===== src/rtl/pcqat_pkg.sv =====
// ----------------------------------------------------------------------------
// Per-client QoS admission table package
// Shared widths, operation and register codes, and the table entry and
// configuration structures.
// ----------------------------------------------------------------------------
package pcqat_pkg;

   // Table size and the address width it needs.
   localparam int ClientCount = 64;
   localparam int ClientIdxW  = (ClientCount > 1) ? $clog2(ClientCount) : 1;

   // Field widths of the request and response transfers.
   localparam int FuncW     = 2;
   localparam int ClientW   = 6;
   localparam int ByteCntW  = 20;
   localparam int TimeW     = 32;
   localparam int ActiveW   = 16;
   localparam int WinBytesW = 32;

   // Configuration port widths.
   localparam int CsrIndexW = 2;
   localparam int CsrDataW  = 32;

   // Operation codes.
   localparam logic [FuncW-1:0] FuncAdmit   = 2'd0;
   localparam logic [FuncW-1:0] FuncRelease = 2'd1;
   localparam logic [FuncW-1:0] FuncSend    = 2'd2;

   // Configuration register indexes.
   localparam logic [CsrIndexW-1:0] CsrMaxActive      = 2'd0;
   localparam logic [CsrIndexW-1:0] CsrMaxWindowBytes = 2'd1;
   localparam logic [CsrIndexW-1:0] CsrWindowTicks    = 2'd2;

   // Configuration reset values.
   localparam logic [ActiveW-1:0]   MaxActiveRst      = 16'd4;
   localparam logic [WinBytesW-1:0] MaxWindowBytesRst = 32'd1048576;
   localparam logic [TimeW-1:0]     WindowTicksRst    = 32'd100000000;

   // One client's entry in the table.
   typedef struct packed {
      logic [ActiveW-1:0]   active;
      logic [WinBytesW-1:0] bytes;
      logic [TimeW-1:0]     start;
   } entry_type;

   // Limits applied by the update logic.
   typedef struct packed {
      logic [ActiveW-1:0]   max_active;
      logic [WinBytesW-1:0] max_window_bytes;
      logic [TimeW-1:0]     window_ticks;
   } cfg_type;

endpackage


===== src/rtl/pcqat_update.sv =====
// ----------------------------------------------------------------------------
// Admission table entry update
// Computes the grant decision and the new entry for one operation.
// ----------------------------------------------------------------------------
module pcqat_update (
   input  logic [pcqat_pkg::FuncW-1:0]    func,
   input  logic [pcqat_pkg::ByteCntW-1:0] byte_count,
   input  logic [pcqat_pkg::TimeW-1:0]    now_time,
   input  pcqat_pkg::entry_type           cur,
   input  pcqat_pkg::cfg_type             cfg,
   output pcqat_pkg::entry_type           nxt,
   output logic                           granted
);

   logic [pcqat_pkg::TimeW-1:0]     elapsed;
   logic                            expired;
   logic [pcqat_pkg::WinBytesW:0]   sum_keep;
   logic                            ok_keep;
   logic                            ok_new;
   logic [pcqat_pkg::WinBytesW-1:0] bytes_ext;

   // Window check, the byte sum and both byte checks are formed side by side.
   assign elapsed   = now_time - cur.start;
   assign expired   = (elapsed >= cfg.window_ticks);
   assign bytes_ext = pcqat_pkg::WinBytesW'(byte_count);
   assign sum_keep  = {1'b0, cur.bytes} + {1'b0, bytes_ext};
   assign ok_keep   = (sum_keep <= {1'b0, cfg.max_window_bytes});
   assign ok_new    = (bytes_ext <= cfg.max_window_bytes);

   // Select the result for the operation.
   always_comb begin
      nxt     = cur;
      granted = 1'b0;
      case (func)
         pcqat_pkg::FuncAdmit: begin
            if (cur.active < cfg.max_active) begin
               nxt.active = cur.active + 1'b1;
               granted    = 1'b1;
            end
         end
         pcqat_pkg::FuncRelease: begin
            if (cur.active != '0) begin
               nxt.active = cur.active - 1'b1;
            end
            granted = 1'b1;
         end
         pcqat_pkg::FuncSend: begin
            if (expired) begin
               // A new window opens before the byte check.
               nxt.start = now_time;
               nxt.bytes = ok_new ? bytes_ext : '0;
               granted   = ok_new;
            end else begin
               nxt.bytes = ok_keep ? sum_keep[pcqat_pkg::WinBytesW-1:0] : cur.bytes;
               granted   = ok_keep;
            end
         end
         default: begin
            nxt     = cur;
            granted = 1'b0;
         end
      endcase
   end

endmodule

===== config.mk =====
export PLATFORM = sky130hd
export DESIGN_NAME = pcqat_update
export DESIGN_NICKNAME = d
export VERILOG_FILES = /design/src/rtl/pcqat_pkg.sv /design/src/rtl/pcqat_update.sv
export SDC_FILE = /design/constraint.sdc
export NUM_CORES = 1
export LEC_CHECK = 0
export BUFFER_PORTS_ARGS = -buffer_cell sky130_fd_sc_hd__buf_2
export CORE_ASPECT_RATIO = 0.7
export CORE_MARGIN = 2
export CORE_UTILIZATION = 35
export DETAILED_ROUTE_END_ITERATION = 8
export GPL_TIMING_DRIVEN = 0
export PLACE_DENSITY = 0.69
export SYNTH_ARGS = -nofsm -noshare
export SYNTH_HDL_FRONTEND = slang
export SYNTH_SLANG_ARGS = --single-unit

===== constraint.sdc =====
create_clock -name vclk -period 6.47
set_input_delay 0 -clock vclk [all_inputs]
set_output_delay 0 -clock vclk [all_outputs]
set_load 0.02 [all_outputs]

==> key figures, run 1 <==
Critical path
  – Critical Path Source Type: input pin
  – WP data required: 6470 ps
  – Worst setup EP type: primary output
  – Crit path max fanout: 10
  – Critical path type: in -> out
  – Critical path arrival: 6020 ps

Global route
  – Initial antenna violation count: 2
  – Global route overflow: 0
  – Vias in the first global route: 7440
  – Aggregate global-route resource usage: 0.209
  – First-pass GRT wire length: 36.9 mm
  – Largest net degree at the start of global routing: 11

STA
  – Slew headroom: 0.512
  – Setup TNS: 0 ps
  – Worst Tran Pin Value: 726 ps
  – Fmax: 166 MHz
  – Unrepaired setup endpoints after global routing: false
  – Final worst slack: 450 ps
  – Final min period: 6020 ps
  – Final setup fails: 0
  – Tcrit/Tclk final: 0.930
  – Final slew viol count: 0
  – Final Hold Viols: 0

Detailed routing
  – Antenna Nets Post-Route: 0
  – Via count: 8272
  – Avg WL per Cell: 15.3 µm
  – Initial DRC count: 434
  – First-pass DRT Iterations: 5
  – Final WL: 23.8 mm
  – # DRC: 0
  – Post-DR vias/cell: 5.32

Power
  – Lkg Pwr: 4.84 nW
  – Max IR drop VDD: 59.9 µV
  – Power per Cell Area: 105 nW/µm²
  – Design Power: 923 µW

Yosys
  – Synth cell types: 74
  – Largest cells by area after synthesis: ha_1 (27%), inv_1 (7.4%), a21oi_1 (6.2%), xnor2_1 (5.9%), a21o_1 (5.0%)
  – Most frequent cell after synthesis: ha_1
  – Seq/Total Area, Yosys: 0
  – Post-Syn Nets: 1362
  – Gate Count Post-Synth: 993
  – Syn Area/Cell: 7.06 µm²
  – Leading area contributor after synthesis: ha_1
  – Synthesis warning total: 0
  – Share of Yosys cell area claimed by the top area cell type: 0.273
  – Post-Syn Area: 7010 µm²
  – Commonest cells in the netlist: ha_1 (153), inv_1 (138), a21oi_1 (87)

Final layout
  – Area Overhead vs Synth: 25.7%
  – Seq_cells: 0
  – Fraction of layout cells with a size suffix above 1: 0.271
  – Register area: 0 µm²
  – Fin area: 8810 µm²
  – Final nets: 1655
  – Cell Count, Final, Fillers Out: 1556
  – Clock buffer count: 0

Clock network
  – Setup bufs post-CTS: 0
  – Hold Buf Count CTS: 0
  – # resized after CTS: 0

Place
  – Port-buffer cells: 291
  – DP Wirelength: 21.2 mm
  – Area after DPL: 8810 µm²
  – Dpl ws: 566 ps
  – Cells after DPL: 1554
  – RePlAce Congestion: 0.981

Floorplan
  – I/O pin count: 295
  – Rows: 43
  – Die height: 122 µm
  – Die width: 173 µm
  – Core Area: 19700 µm²
  – Initial Util: 0.355
  – Die footprint: 21200 µm²

Job
  – Max-cap violations: 0

Min path
  – HP Class: in -> out

Run status
  – Run status: complete, no violations
[logic make-up (layout without fill, tap and decap cells)]
family	count (synthesis)	after routing	share of synthesized area
xor+xnor	70	70	0.0874
fa+ha+maj	155	155	0.279
simple gates	280	280	0.211
mux	34	34	0.0540
compound gates	296	296	0.280
buf+inv	158	449	0.0885
other cells	0	2	0
[critical path, cell delays in order]
cell	delay [ps]
buf_2	110
ha_1	200
inv_1	70
fa_1	400
nor2b_1	150
o31a_1	200
o221ai_1	170
o21ai_1	570
a211oi_1	240
nor4_4	460
nand3_1	240
xnor2_1	180
ha_1	300
nand4_2	130
nor4_4	350
nand4_1	170
o41a_1	440
o31ai_1	100
o211a_1	230
buf_4	170
nand3_1	350
or3_1	450
o21ai_0	100
buf_2	210
[through the flow]
stage / util / hold WS, ps
floorplan: - / 128
global route: 0.446 / 375
global placement: 0.446 / 357
CTS: 0.446 / 359
finish: 0.446 / 358
detailed placement: 0.446 / 354
[final cells by class]
class,count,area [µm²]
buffer,20,103
tap,270,338
multi-input combinational,835,6390
timing repair buffer,291,1460
antenna,2,5.00
inverter,138,518
fill,2088,10900
[final timing paths]
| kind | start | endpoint | slack (ps) | cells past startpoint |
|---|---|---|---|---|
| worst min-delay path | byte_count[11] | nxt[43] | 360 | 3 |
| worst max-delay path | byte_count[0] | nxt[62] | 450 | 24 |
[cell usage in the layout, fill, tap and decap left out, drive strengths merged, types with 12 or more instances in the layout]
master	count
buf	303
ha	153
inv	138
a21oi	88
nand2	63
o21ai	54
nor2	50
a21o	47
xnor2	47
nand3	35
mux2	31
xor2	23
nand4	20
a22o	18
nor3	17
nor4	17
nor2b	15
nand2b	12
o21a	12
[report_power, final]
group / total, mW / leakage, nW / switching (mW) / internal, mW
clock network: 0.0000000414 / 0.0000127 / 0 / 0.0000000413
registers: 0 / 0 / 0 / 0
logic: 0.923 / 4.84 / 0.532 / 0.391
total: 0.923 / 4.84 / 0.532 / 0.391
[per-layer routing]
layer | track usage | routed length [µm] | vias to the layer above
li1 | - | - | 4226
met1 | 0.310 | 11900 | 3735
met2 | 0.338 | 10300 | 291
met3 | 0.0167 | 1290 | 20
met4 | 0.0270 | 329 | 0
met5 | 0 | 0 | -
(Power assumes the default switching activity.)
==> inputs of run 2 (changes only) <==
--- a/config.mk
+++ b/config.mk
@@ -6,12 +6,11 @@
 export NUM_CORES = 1
 export LEC_CHECK = 0
 export BUFFER_PORTS_ARGS = -buffer_cell sky130_fd_sc_hd__buf_2
-export CORE_ASPECT_RATIO = 0.7
 export CORE_MARGIN = 2
 export CORE_UTILIZATION = 35
 export DETAILED_ROUTE_END_ITERATION = 8
 export GPL_TIMING_DRIVEN = 0
-export PLACE_DENSITY = 0.69
+export PLACE_DENSITY = 0.71
 export SYNTH_ARGS = -nofsm -noshare
 export SYNTH_HDL_FRONTEND = slang
 export SYNTH_SLANG_ARGS = --single-unit
==> constraint.sdc (replaced) <==
create_clock -name vclk -period 5.2
set_input_delay 0 -clock vclk [all_inputs]
set_output_delay 0 -clock vclk [all_outputs]
set_load 0.02 [all_outputs]
==> key figures, run 2 (synthesis gave the netlist of run 1 again) <==
Run status
  – Run status: complete, no violations

Global route
  – First-pass GRT wire length: 38.2 mm
  – Aggregate global-route resource usage: 0.213
  – Initial antenna violation count: 1
  – Vias in the first global route: 8133
  – Largest net degree at the start of global routing: 11
  – Global route overflow: 0

Min path
  – Depth of the worst hold-timing path: 3
  – Hold wc startpoint: cur[74]
  – Worst Hold End: nxt[74]
  – HP Class: in -> out

Critical path
  – Critical path arrival: 5130 ps
  – Crit path max fanout: 6
  – WP data required: 5200 ps
  – Critical Path Source Type: input pin
  – Critical path type: in -> out
  – Worst setup EP type: primary output

Detailed routing
  – First-pass DRT Iterations: 7
  – Met3 wire length: 2.02 mm
  – Top Layer Used: met4
  – DRT met1 WL: 9.94 mm
  – Via count: 8598
  – Initial DRC count: 476
  – Met2 routed WL: 12.1 mm
  – Final WL: 24.7 mm
  – Post-DR vias/cell: 5.47
  – # DRC: 0
  – Antenna Nets Post-Route: 0
  – Avg WL per Cell: 15.7 µm

STA
  – Final min period: 5130 ps
  – Final worst slack: 69.7 ps
  – Setup TNS: 0 ps
  – Final Hold Viols: 0
  – Final slew viol count: 0
  – Slew headroom: 0.498
  – Tcrit/Tclk final: 0.987
  – Worst Tran Pin Value: 747 ps
  – Final setup fails: 0
  – Fmax: 195 MHz
  – WHS: 348 ps

Final layout
  – Fraction of layout cells with a size suffix above 1: 0.317
  – Most frequent cells in the layout: buf_2 (288), ha_1 (148), inv_1 (138)
  – Seq_cells: 0
  – Most common cell after layout, fill and taps aside: buf_2
  – # fillers: 1983
  – Cell Count, Final, Fillers Out: 1573
  – Final nets: 1678
  – Clock buffer count: 0
  – Register area: 0 µm²
  – Area Overhead vs Synth: 33.9%

Power
  – Design Power: 1.24 mW
  – Sequential Power Share: 0
  – Max IR drop VDD: 68.5 µV
  – P_sw: 700 µW
  – Pint: 544 µW
  – Lkg Pwr: 5.05 nW
  – Combinational Power Share: 1.000
  – Clock network fraction of design power: 0
  – Switching Share: 0.563
  – Power per Cell Area: 132 nW/µm²

Place
  – Port-buffer cells: 291
  – Dpl ws: -722 ps
  – RePlAce Congestion: 0.946
  – DP Wirelength: 21.0 mm
  – Cells after DPL: 1549

Floorplan
  – Rows: 51
  – Die width: 146 µm
  – Die footprint: 21200 µm²
  – I/O pin count: 295
  – Core Area: 19600 µm²
  – Initial Util: 0.358
  – Die height: 146 µm

Clock network
  – Hold Buf Count CTS: 0

Job
  – Max-cap violations: 0
-- run 2: changes by cell type in the layout (fill, tap and decap cells not counted), sizes merged --
cell | previous run | this run
clkbuf | 8 | 12
buf | 303 | 322
diode | 2 | 1
-- run 2: timing repair --
item / CTS / global route
setup buffers: 4 / 18
pin swaps: 8 / 35
setup endpoints to repair: 65 / 64
cloned: 0 / 1
gates resized for setup: 22 / 66
-- run 2: how the worst max path moves through the flow --
stage,endpoint,from,cells past startpoint,slack [ps]
2_1_floorplan,nxt[56],byte_count[0],21,590
3_3_place_gp,nxt[49],now_time[0],23,-750
3_5_place_dp,nxt[58],byte_count[0],24,-720
4_1_cts,nxt[61],cur[2],24,8
5_1_grt,nxt[63],cur[32],26,-160
6_report,nxt[63],cur[32],26,70
-- run 2: layout make-up --
cell class	instances	area [µm²]	area share
Timing Repair Buffer	314	1680	0.178
Antenna cell	1	2.50	0.000266
Inverter	138	518	0.0551
Buffer	20	144	0.0153
Tap cell	265	332	0.0353
Multi-Input combinational cell	835	6720	0.716
-- run 2: per-stage QoR --
stage | util | instance area (µm²)
3_5_place_dp | 0.449 | 8800
2_1_floorplan | - | 7010
3_3_place_gp | 0.449 | 8800
5_1_grt | 0.480 | 9390
4_1_cts | 0.456 | 8930
6_report | 0.480 | 9390
-- run 2: per-layer routing --
metal | vias to the layer above | GRT usage
met5 | - | 0
met4 | 0 | 0.0500
met3 | 53 | 0.0276
met2 | 440 | 0.402
met1 | 3830 | 0.253
li1 | 4275 | -
-- run 2: power groups by stage --
stage	sequential [mW]	combinational, mW	clock (mW)
after floorplan	0	0.781	0
after global placement	0	1.12	0
after detailed placement	0	1.13	0
after CTS	0	1.17	0
after global routing	0	1.38	0.0000000259
final	0	1.24	0.0000000259
-- run 2: worst max-delay path, cell delays in order --
cell and delay, ps:
buf_4 100, ha_4 130, inv_1 50, fa_2 390, nor2b_2 150, o31a_1 200
o221ai_2 150, o21ai_2 260, a211oi_2 140, nor4_4 290, buf_6 170, nand3_4 90
xnor2_2 180, ha_1 340, nand4_4 120, nor4_4 380, nand4_1 220, o41a_1 370
o31ai_2 70, o211a_1 250, buf_6 150, buf_4 100, nand3_1 60, o311ai_0 430
o31ai_1 130, buf_2 180
